<file path="config.mk">
export PLATFORM = sky130hd
export DESIGN_NAME = sorted_set_insert_remove_unit
export DESIGN_NICKNAME = d
export VERILOG_FILES = /design/src/ssir_pkg.sv /design/src/sorted_set_insert_remove_unit.sv /design/src/ssir_cell.sv
export VERILOG_INCLUDE_DIRS = /design/src /design/src/src
export SDC_FILE = /design/constraint.sdc
export NUM_CORES = 2
export LEC_CHECK = 0
export ABC_AREA = 1
export BUFFER_PORTS_ARGS = -buffer_cell sky130_fd_sc_hd__buf_2
export CAP_MARGIN = 15
export CORE_MARGIN = 1
export CORE_UTILIZATION = 59
export CTS_CLUSTER_SIZE = 30
export DETAILED_ROUTE_END_ITERATION = 10
export PLACE_DENSITY_LB_ADDON = 0.05
export SLEW_MARGIN = 20
export SYNTH_ARGS = -nofsm -noshare
export SYNTH_HDL_FRONTEND = slang
export SYNTH_SLANG_ARGS = --single-unit
export TNS_END_PERCENT = 5
</file>
<file path="constraint.sdc">
create_clock -name clk -period 4 [get_ports clk]
set_clock_uncertainty 0.15 [all_clocks]
set_input_delay 0.2 -clock clk [delete_from_list [all_inputs] [get_ports clk]]
set_output_delay 0.2 -clock clk [all_outputs]
set_load 0.01 [all_outputs]
</file>
<file path="src/sorted_set_insert_remove_unit_defines.svh">
// Assertion helpers for the RTL; they expect clk and rst_n in scope.
`ifndef SORTED_SET_INSERT_REMOVE_UNIT_DEFINES_SVH
`define SORTED_SET_INSERT_REMOVE_UNIT_DEFINES_SVH

// Same-cycle implication, disabled while in reset.
`define SSIR_ASSERT_IMP(lbl, ante, cons, msg) \
    lbl: assert property (@(posedge clk) disable iff (!rst_n) (ante) |-> (cons)) \
        else $error(msg);

// Next-cycle implication, disabled while in reset.
`define SSIR_ASSERT_NXT(lbl, ante, cons, msg) \
    lbl: assert property (@(posedge clk) disable iff (!rst_n) (ante) |=> (cons)) \
        else $error(msg);

`endif

</file>
<file path="src/ssir_pkg.sv">
package ssir_pkg;

    localparam int unsigned VALUE_W  = 32;
    localparam int unsigned STATUS_W = 3;
    localparam int unsigned COUNT_W  = 5;

    typedef enum logic [STATUS_W-1:0] {
        STAT_INSERTED  = 3'd0,
        STAT_REMOVED   = 3'd1,
        STAT_DUPLICATE = 3'd2,
        STAT_NOT_FOUND = 3'd3,
        STAT_FULL      = 3'd4
    } ssir_status_t;

    // Broadcast from the sequencer to every cell in the row.
    typedef struct packed {
        logic                       cmp_en;
        logic                       ins_en;
        logic                       rem_en;
        logic signed [VALUE_W-1:0]  key;
    } ssir_ctrl_t;

endpackage

</file>
<file path="src/sorted_set_insert_remove_unit.sv">
// Each accepted request steps through S_CMP and S_APPLY, then done pulses.
// No new request is taken while busy; busy stays high for the compare
// cycle (every cell registers its less-than and equal flags against the key)
// and the apply cycle (cells shift in place and the result is registered).
// done is a single-cycle strobe; the receiver has no way to stall it.
// Reset clears the entry count, all cell valid flags and the sequencer.
`include "sorted_set_insert_remove_unit_defines.svh"

module sorted_set_insert_remove_unit
    import ssir_pkg::*;
#(
    parameter int unsigned CAPACITY = 16
)
(
    input  logic                       clk,
    input  logic                       rst_n,
    input  logic                       start,
    output logic                       busy,
    input  logic                       req_type,
    input  logic signed [VALUE_W-1:0]  value,
    output logic                       done,
    output logic [STATUS_W-1:0]        status,
    output logic [COUNT_W-1:0]         entry_count
);

    localparam int unsigned CNT_W = $clog2(CAPACITY + 1);

    typedef enum logic [1:0] {
        S_IDLE,
        S_CMP,
        S_APPLY
    } state_t;

    state_t                    state_reg;
    state_t                    state_next;
    logic                      req_reg;
    logic                      req_next;
    logic signed [VALUE_W-1:0] key_reg;
    logic signed [VALUE_W-1:0] key_next;
    logic [CNT_W-1:0]          count_reg;
    logic [CNT_W-1:0]          count_next;
    logic                      done_reg;
    logic                      done_next;
    ssir_status_t              status_reg;
    ssir_status_t              status_next;

    ssir_ctrl_t                ctrl;
    logic                      present;
    logic                      full;

    logic signed [VALUE_W-1:0] val_vec [CAPACITY];
    logic [CAPACITY-1:0]       vld_vec;
    logic [CAPACITY-1:0]       lt_vec;
    logic [CAPACITY-1:0]       eq_vec;
    logic [CNT_W+COUNT_W-1:0]  count_wide;

    assign present = |eq_vec;
    assign full    = (count_reg == CNT_W'(CAPACITY));

    always_comb
    begin
        ctrl.cmp_en = (state_reg == S_CMP);
        ctrl.ins_en = (state_reg == S_APPLY) && !req_reg && !present && !full;
        ctrl.rem_en = (state_reg == S_APPLY) && req_reg && present;
        ctrl.key    = key_reg;
    end

    genvar gi;
    generate
        for (gi = 0; gi < CAPACITY; gi++)
        begin : g_cell
            logic signed [VALUE_W-1:0] lval;
            logic                      lvld;
            logic                      llt;
            logic signed [VALUE_W-1:0] rval;
            logic                      rvld;

            if (gi == 0)
            begin : g_first
                assign lval = '0;
                assign lvld = 1'b0;
                assign llt  = 1'b1;
            end
            else
            begin : g_mid_l
                assign lval = val_vec[gi-1];
                assign lvld = vld_vec[gi-1];
                assign llt  = lt_vec[gi-1];
            end

            if (gi == CAPACITY - 1)
            begin : g_last
                assign rval = '0;
                assign rvld = 1'b0;
            end
            else
            begin : g_mid_r
                assign rval = val_vec[gi+1];
                assign rvld = vld_vec[gi+1];
            end

            ssir_cell u_cell (
                .clk         (clk),
                .rst_n       (rst_n),
                .ctrl        (ctrl),
                .left_value  (lval),
                .left_valid  (lvld),
                .left_lt     (llt),
                .right_value (rval),
                .right_valid (rvld),
                .cell_value  (val_vec[gi]),
                .cell_valid  (vld_vec[gi]),
                .lt_flag     (lt_vec[gi]),
                .eq_flag     (eq_vec[gi])
            );
        end
    endgenerate

    always_comb
    begin
        state_next  = state_reg;
        req_next    = req_reg;
        key_next    = key_reg;
        count_next  = count_reg;
        done_next   = 1'b0;
        status_next = status_reg;
        unique case (state_reg)
            S_IDLE:
            begin
                if (start)
                begin
                    req_next   = req_type;
                    key_next   = value;
                    state_next = S_CMP;
                end
            end
            S_CMP:
            begin
                state_next = S_APPLY;
            end
            S_APPLY:
            begin
                done_next  = 1'b1;
                state_next = S_IDLE;
                if (!req_reg)
                begin
                    if (present)
                        status_next = STAT_DUPLICATE;
                    else if (full)
                        status_next = STAT_FULL;
                    else
                    begin
                        status_next = STAT_INSERTED;
                        count_next  = count_reg + 1'b1;
                    end
                end
                else
                begin
                    if (present)
                    begin
                        status_next = STAT_REMOVED;
                        count_next  = count_reg - 1'b1;
                    end
                    else
                        status_next = STAT_NOT_FOUND;
                end
            end
            default:
            begin
                state_next = S_IDLE;
            end
        endcase
    end

    always_ff @(posedge clk or negedge rst_n)
    begin
        if (!rst_n)
        begin
            state_reg  <= S_IDLE;
            req_reg    <= 1'b0;
            key_reg    <= '0;
            count_reg  <= '0;
            done_reg   <= 1'b0;
            status_reg <= STAT_INSERTED;
        end
        else
        begin
            state_reg  <= state_next;
            req_reg    <= req_next;
            key_reg    <= key_next;
            count_reg  <= count_next;
            done_reg   <= done_next;
            status_reg <= status_next;
        end
    end

    assign count_wide  = {{COUNT_W{1'b0}}, count_reg};
    assign busy        = (state_reg != S_IDLE);
    assign done        = done_reg;
    assign status      = status_reg;
    assign entry_count = count_wide[COUNT_W-1:0];

    `SSIR_ASSERT_IMP(a_count_bound, 1'b1, count_reg <= CNT_W'(CAPACITY), "count above capacity")
    `SSIR_ASSERT_NXT(a_accept_busy, start && !busy, busy, "busy not raised after accept")
    `SSIR_ASSERT_IMP(a_ins_count, done && (status_reg == STAT_INSERTED), count_reg == $past(count_reg) + 1'b1, "insert did not bump count")
    `SSIR_ASSERT_IMP(a_valid_prefix, 1'b1, vld_vec[0] == (count_reg != '0), "slot 0 valid disagrees with count")

endmodule

</file>
<file path="src/ssir_cell.sv">
module ssir_cell
    import ssir_pkg::*;
(
    input  logic                      clk,
    input  logic                      rst_n,
    input  ssir_ctrl_t                ctrl,
    input  logic signed [VALUE_W-1:0] left_value,
    input  logic                      left_valid,
    input  logic                      left_lt,
    input  logic signed [VALUE_W-1:0] right_value,
    input  logic                      right_valid,
    output logic signed [VALUE_W-1:0] cell_value,
    output logic                      cell_valid,
    output logic                      lt_flag,
    output logic                      eq_flag
);

    logic signed [VALUE_W-1:0] value_reg;
    logic signed [VALUE_W-1:0] value_next;
    logic                      valid_reg;
    logic                      valid_next;
    logic                      lt_reg;
    logic                      lt_next;
    logic                      eq_reg;
    logic                      eq_next;

    always_comb
    begin
        value_next = value_reg;
        valid_next = valid_reg;
        lt_next    = lt_reg;
        eq_next    = eq_reg;
        if (ctrl.cmp_en)
        begin
            lt_next = valid_reg && (value_reg < ctrl.key);
            eq_next = valid_reg && (value_reg == ctrl.key);
        end
        if (ctrl.ins_en && !lt_reg)
        begin
            // First slot not below the key takes it; the rest move up one.
            if (left_lt)
            begin
                value_next = ctrl.key;
                valid_next = 1'b1;
            end
            else
            begin
                value_next = left_value;
                valid_next = left_valid;
            end
        end
        else if (ctrl.rem_en && !lt_reg)
        begin
            // Close up from the right, dropping the matched entry.
            value_next = right_value;
            valid_next = right_valid;
        end
    end

    always_ff @(posedge clk)
    begin
        value_reg <= value_next;
    end

    always_ff @(posedge clk or negedge rst_n)
    begin
        if (!rst_n)
        begin
            valid_reg <= 1'b0;
            lt_reg    <= 1'b0;
            eq_reg    <= 1'b0;
        end
        else
        begin
            valid_reg <= valid_next;
            lt_reg    <= lt_next;
            eq_reg    <= eq_next;
        end
    end

    assign cell_value = value_reg;
    assign cell_valid = valid_reg;
    assign lt_flag    = lt_reg;
    assign eq_flag    = eq_reg;

endmodule
</file>
* Word-level counts from Yosys, hierarchy flattened
Cells that the tools add are included.
** Storage, ports and cells
- Bits in registers :: 604
- Output and inout bits :: 10
- Bits of input ports :: 36
- Logic and storage cells :: 325
** Operators by class
- Reductions and logical operators :: 109
- Magnitude comparators :: 16
- Equal/unequal tests :: 23
- Add/sub/neg operators :: 2
- Muxes and demuxes :: 105
** Operators by type and width (number)
- $mux W32 :: 47
- $eq A32 B32 Y1 :: 16
- $lt A32 B32 Y1 :: 16
- $logic_and A1 B1 Y1 :: 69
- $mux W1 :: 48
- $reduce_bool A2 Y1 :: 17
- $mux W5 :: 4
- $logic_not A1 Y1 :: 19
- $reduce_or A16 Y1 :: 1
- $mux W3 :: 3
- $ne A2 B2 Y1 const B :: 3
- $add A5 B1 Y5 const B :: 1
- $eq A5 B5 Y1 const B :: 1
- $sub A5 B1 Y5 const B :: 1
- $mux W2 :: 2
- $pmux W2 S2 :: 1
- $reduce_and A4 Y1 :: 1
- $eq A2 B1 Y1 const B :: 1
- $eq A2 B2 Y1 const B :: 1
- $logic_not A2 Y1 :: 1
- $ne A2 B1 Y1 const B :: 1
- $reduce_and A2 Y1 :: 1

* Longest topological paths before layout
- Word-level depth :: 6
- Mapped depth :: 16
- Depth with buffers taken out :: 16

* Cells and area by module
A second synthesis with hierarchy kept.
** Unflattened totals
- Cell total of the unflattened synthesis :: 5682
- Area, all modules :: 44432.6 sq um
** By module, submodules not included
- ssir_cell :: times used 16, cells an instance 341, seq. area each 1036.0 sq um, area each 2656.3 sq um
- sorted_set_insert_remove_unit :: times used 1, cells an instance 226, seq. area each 1101.1 sq um, area each 1931.9 sq um

* Worst setup path before layout
No wires, ideal clock.
- Path kind :: reg2reg
- Start point :: reg state_reg[0]
- End point :: reg g_cell[15].u_cell.value_reg[0], enable pin
- Clock period less this slack :: 3.249 ns
- Data arrival time :: 2.676 ns
- Path buffers :: 1
- Setup time :: 0.423 ns
- Cell stages (with the launch flop) :: 11
- Setup slack :: 0.751 ns
- Data required time :: 3.427 ns
- Path through :: dfrtp_1 > inv_1 > nand2_2 > nor2_4 > nand2_2 > nor2_8 > inv_4 > nand2_4 > inv_2 > buf_6 > nor2_1
** Between the ends
- Longest elaborated chain between the ends :: 6
- Elaborated cells on any way between the ends :: 9
- Those cells by class :: eq/ne: 1; reduce/logical: 8
** Ends and longest elaborated chain
- start: declaration :: line sorted_set_insert_remove_unit.sv:34 : state_t state_reg;
- start signal: assignment :: line sorted_set_insert_remove_unit.sv:188 : state_reg <= state_next;
- $eq A2 B2 Y1 (*) :: line sorted_set_insert_remove_unit.sv:63, sorted_set_insert_remove_unit.sv:64
- $logic_and A1 B1 Y1 (3 in series) :: line sorted_set_insert_remove_unit.sv:63 : ctrl.ins_en = (state_reg == S_APPLY) && !req_reg && !present && !full;
- $logic_and A1 B1 Y1 :: line ssir_cell.sv:38 : if (ctrl.ins_en && !lt_reg)
- $reduce_bool A2 Y1 (no line) (*)
- end signal: assignment :: line ssir_cell.sv:62 : value_reg <= value_next;
- end: declaration :: line ssir_cell.sv:18 : logic signed [VALUE_W-1:0] value_reg;
Every way passes the cells marked *; elsewhere a longest branch is shown, timed or not.
A chain may end at the register's enable or synchronous reset.

* Worst setup path in the final report
- Start point :: reg key_reg[4]
- End point :: reg g_cell[5].u_cell.lt_reg
** Between the ends
- Longest elaborated chain between the ends :: 2
** Ends and longest elaborated chain
- start: declaration :: line sorted_set_insert_remove_unit.sv:38 : logic signed [VALUE_W-1:0] key_reg;
- start signal: assignment :: line sorted_set_insert_remove_unit.sv:190 : key_reg <= key_next;
- $lt A32 B32 Y1 :: line ssir_cell.sv:35 : lt_next = valid_reg && (value_reg < ctrl.key);
- $logic_and A1 B1 Y1 :: line ssir_cell.sv:35
- end signal: assignment :: line ssir_cell.sv:76 : lt_reg <= lt_next;
- end: declaration :: line ssir_cell.sv:22 : logic lt_reg;
Every way passes these cells.

==> metrics.md <==
| Metric | Value |
|---|---|
| Clock-pin slew on the worst setup and hold paths | `0.06 ns` |
| Total CTS buffers | `73` |
| Cells on worst reg2reg path | `13` |
| Slew Viols, Final | `0` |
| Grt ovf | `0` |
| CP Depth | `13` |
| CP Max Fanout | `30` |
| Clock Tree Root | `clkbuf_16` |
| Outcome | `completed` |
| Post-synth ARST share | `0.1523` |
| Reg2reg setup slack | `0.73 ns` |
| Dpl hpwl | `82.87 mm` |
| Critical path buffers and inverters | `1` |
| Num ports | `46` |
| Number of buffers added for setup after CTS | `0` |
| Initial antenna violation count | `1` |
| Syn-to-layout area delta | `9.253%` |
| Worst path max stage delay | `0.93 ns` |
| Max reg flops | `512` |
| Critical Path AT | `3.62 ns` |
| Routed via count | `34.81k` |
| CP delay by family, top | `buffers and inverters` |
| Antenna Cells | `0` |
| Crit share post-route | `0.8173` |
| Gp weighted congestion | `0.8698` |
| IO buf count | `45` |
| Slowest library cell on the worst path | `clkinv_1` |
| CP required | `4.35 ns` |
| Avg Vias per Cell | `5.720` |
| Non-Filler Instances | `6086` |
| FF+latch count, synth | `604` |
| Ys flop type | `edfxtp_1` |
| Width of the die | `270.9 microns` |
| Initial core utilization | `0.5969` |
| Max-cap violations | `0` |
| Post-Syn Nets | `5624` |
| Min-delay src | `value[20]` |
| CTS tree | `yes` |
| CP Launch Type | `flop` |
| Worst rel slew slack | `0.2872` |
| Synth Instances | `5071` |
| VDD IR-drop max | `0.4564 mV` |
| Worst Tran Pin Value | `1.068 ns` |
| Unrepaired setup endpoints after global routing | `no` |
| Ys Warns | `0` |
| Max Fclk | `305.9 MHz` |
| Leakage | `0.02123 uW` |
| Clock Sink Count | `604` |
| Fillcell total | `6101` |
| Netlist Area Pre-Place | `42670 sq um` |
| Setup TNS | `0 ns` |
| Die Y-Extent | `270.9 microns` |
| Largest area contributor in the netlist | `edfxtp_1` |
| # DRC | `0` |
| CTS HTree Levels | `3` |
| Synth top area cells | `edfxtp_1 36%, ha_1 15%, nand2_1 11%` |
| Most common cell in the netlist | `nand2_1` |
| Core ar. | `71490 sq um` |
| Commonest cells in the netlist | `1215 x nand2_1, 747 x inv_1, 531 x o21ai_0, 516 x ha_1, 512 x edfxtp_1` |
| WS Path Type | `reg -> reg` |
| # rows | `98` |
| Min-Delay Path Class | `in -> reg` |
| Clock Path Buffers | `3` |
| Routed len/inst | `18.33 microns` |
| Final design utilization | `0.6522` |
| Distinct cell type count after synthesis | `42` |
| Nets | `5631` |
| Hold Violations, Final | `0` |
| Area occupied by multi-input gates | `20970 sq um` |
| Minimum clock period | `3.269 ns` |
| Most common cell on crit path | `nand2_1` |
| DRT Pass-1 Iters | `6` |
| Synth top area share | `0.3603` |
| Number of flops mapped to enable cells by yosys | `512` |
| First-pass GRT wire length | `177.8 mm` |
| Resized Gates After CTS | `0` |
| Post-synthesis sequential area ratio | `0.4142` |
| Endpoints failing setup | `0` |
| Worst R2R End | `g_cell[5].u_cell.lt_flag$_DFFE_PN0N_` |
| Launch point of the critical path | `key_reg[4]$_DFFE_PN0P_` |
| Reg2Reg Launch Point | `key_reg[4]$_DFFE_PN0P_` |
| Vias in the first global route | `32.51k` |
| Post-DRT Antenna Nets | `0` |
| Share of layout cells above drive strength 1 | `0.06211` |
| Syn Area/Cell | `8.415 sq um` |
| Pin count of the biggest net entering global routing | `67` |
| Fin Hold WS | `0.1792 ns` |
| Post-Place Cells | `5916` |
| GRT Total Usage | `0.3042` |
| Routed WL | `111.6 mm` |
| P per Cell Area | `530.3 nW/um^2` |
| Worst-Skew Late Latency | `0.62 ns` |
| Crit path to | `g_cell[5].u_cell.lt_flag$_DFFE_PN0N_` |
| Worst-path cell chain | `clkinv_1, ha_1, nand2_1, nor2_1, nand2_1, nand2_1, nand2_1, nand2_1, nand2_1, nand2_1, nand2_1, nand3_1, nand2_1` |
| FF+latch area | `17680 sq um` |
| Drt initial violations | `3089` |
| Critical Path End Type | `flop` |
| Power, Total | `24720 uW` |
| Die area | `73410 sq um` |
-- per-layer routing --
metal	share of wire	vias to the layer above	GRT usage
met4	0.028	0	0.09902
met1	0.47	16150	0.4452
li1	-	17470	-
met5	0	-	0
met3	0.064	175	0.03950
met2	0.44	1015	0.4654
-- cell type report --
class,count,share of cell area
timing repair buffer,183,0.03258
inverter,772,0.06221
sequential,604,0.3792
multi-input combinational,3444,0.4498
clock inverter,32,0.006253
clock buffer,101,0.04450
tap,950,0.02550
-- where the power goes --
group | internal [uW] | switching, uW | total (uW)
clock | 3950 | 2740 | 6690
sequential | 8040 | 936 | 8970
combinational | 2980 | 6080 | 9060
total | 15000 | 9760 | 24700
-- worst register-to-register path, stage by stage (launching register included) --
cell	delay (ns)
dfrtp_1	0.60
clkinv_1	0.93
ha_1	0.66
nand2_1	0.05
nor2_1	0.18
nand2_1	0.08
nand2_1	0.06
nand2_1	0.04
nand2_1	0.10
nand2_1	0.08
nand2_1	0.07
nand2_1	0.04
nand3_1	0.06
nand2_1	0.05
-- cell usage in the layout, fill, tap and decap left out, types with 89 or more instances in the layout --
cell and instances:
a21oi_1 243, buf_4 89, dfrtp_1 91, edfxtp_1 512, ha_1 516, inv_1 743, nand2_1 1214, nand3_1 97
nor2_1 169, o211ai_1 453, o21ai_0 531
-- worst min-delay path by stage --
| stage | slack [ns] | endpoint | cells past startpoint |
|---|---|---|---|
| after floorplan | -0.25 | done$_DFF_PN0_ | 0 |
| after global placement | 0.1 | key_reg[11]$_DFFE_PN0P_ | 1 |
| after detailed placement | 0.10 | key_reg[11]$_DFFE_PN0P_ | 1 |
| after CTS | 0.13 | key_reg[12]$_DFFE_PN0P_ | 4 |
| after global routing | 0.18 | key_reg[17]$_DFFE_PN0P_ | 4 |
| final | 0.18 | key_reg[20]$_DFFE_PN0P_ | 4 |
-- per-stage QoR --
step                worst slack, ns  cell area (sq um)
floorplan                    0.7513              42670
global placement             0.8165              43880
detailed placement           0.7943              43880
CTS                          0.7805              46620
global route                 0.4780              46620
finish                       0.7308              46620
-- what timing repair did --
action	4_1_cts	5_1_grt
hold buffers	37	0
hold endpoints to repair	125	0
endpoints found under the setup margin	0	0
-- cell families after synthesis --
logic type                 after synthesis  share of synthesized area
xor gates and xnor gates                 5                   0.001026
buffers and inverters                 1023                    0.09641
and+or+nand+nor                       1574                     0.1474
DFF                                    604                     0.4142
AOI/OAI and AO/OA                     1347                     0.1890
adders and majority gates              517                     0.1518
muxes                                    1                  0.0002346
Power figures use the tool's default switching activity.
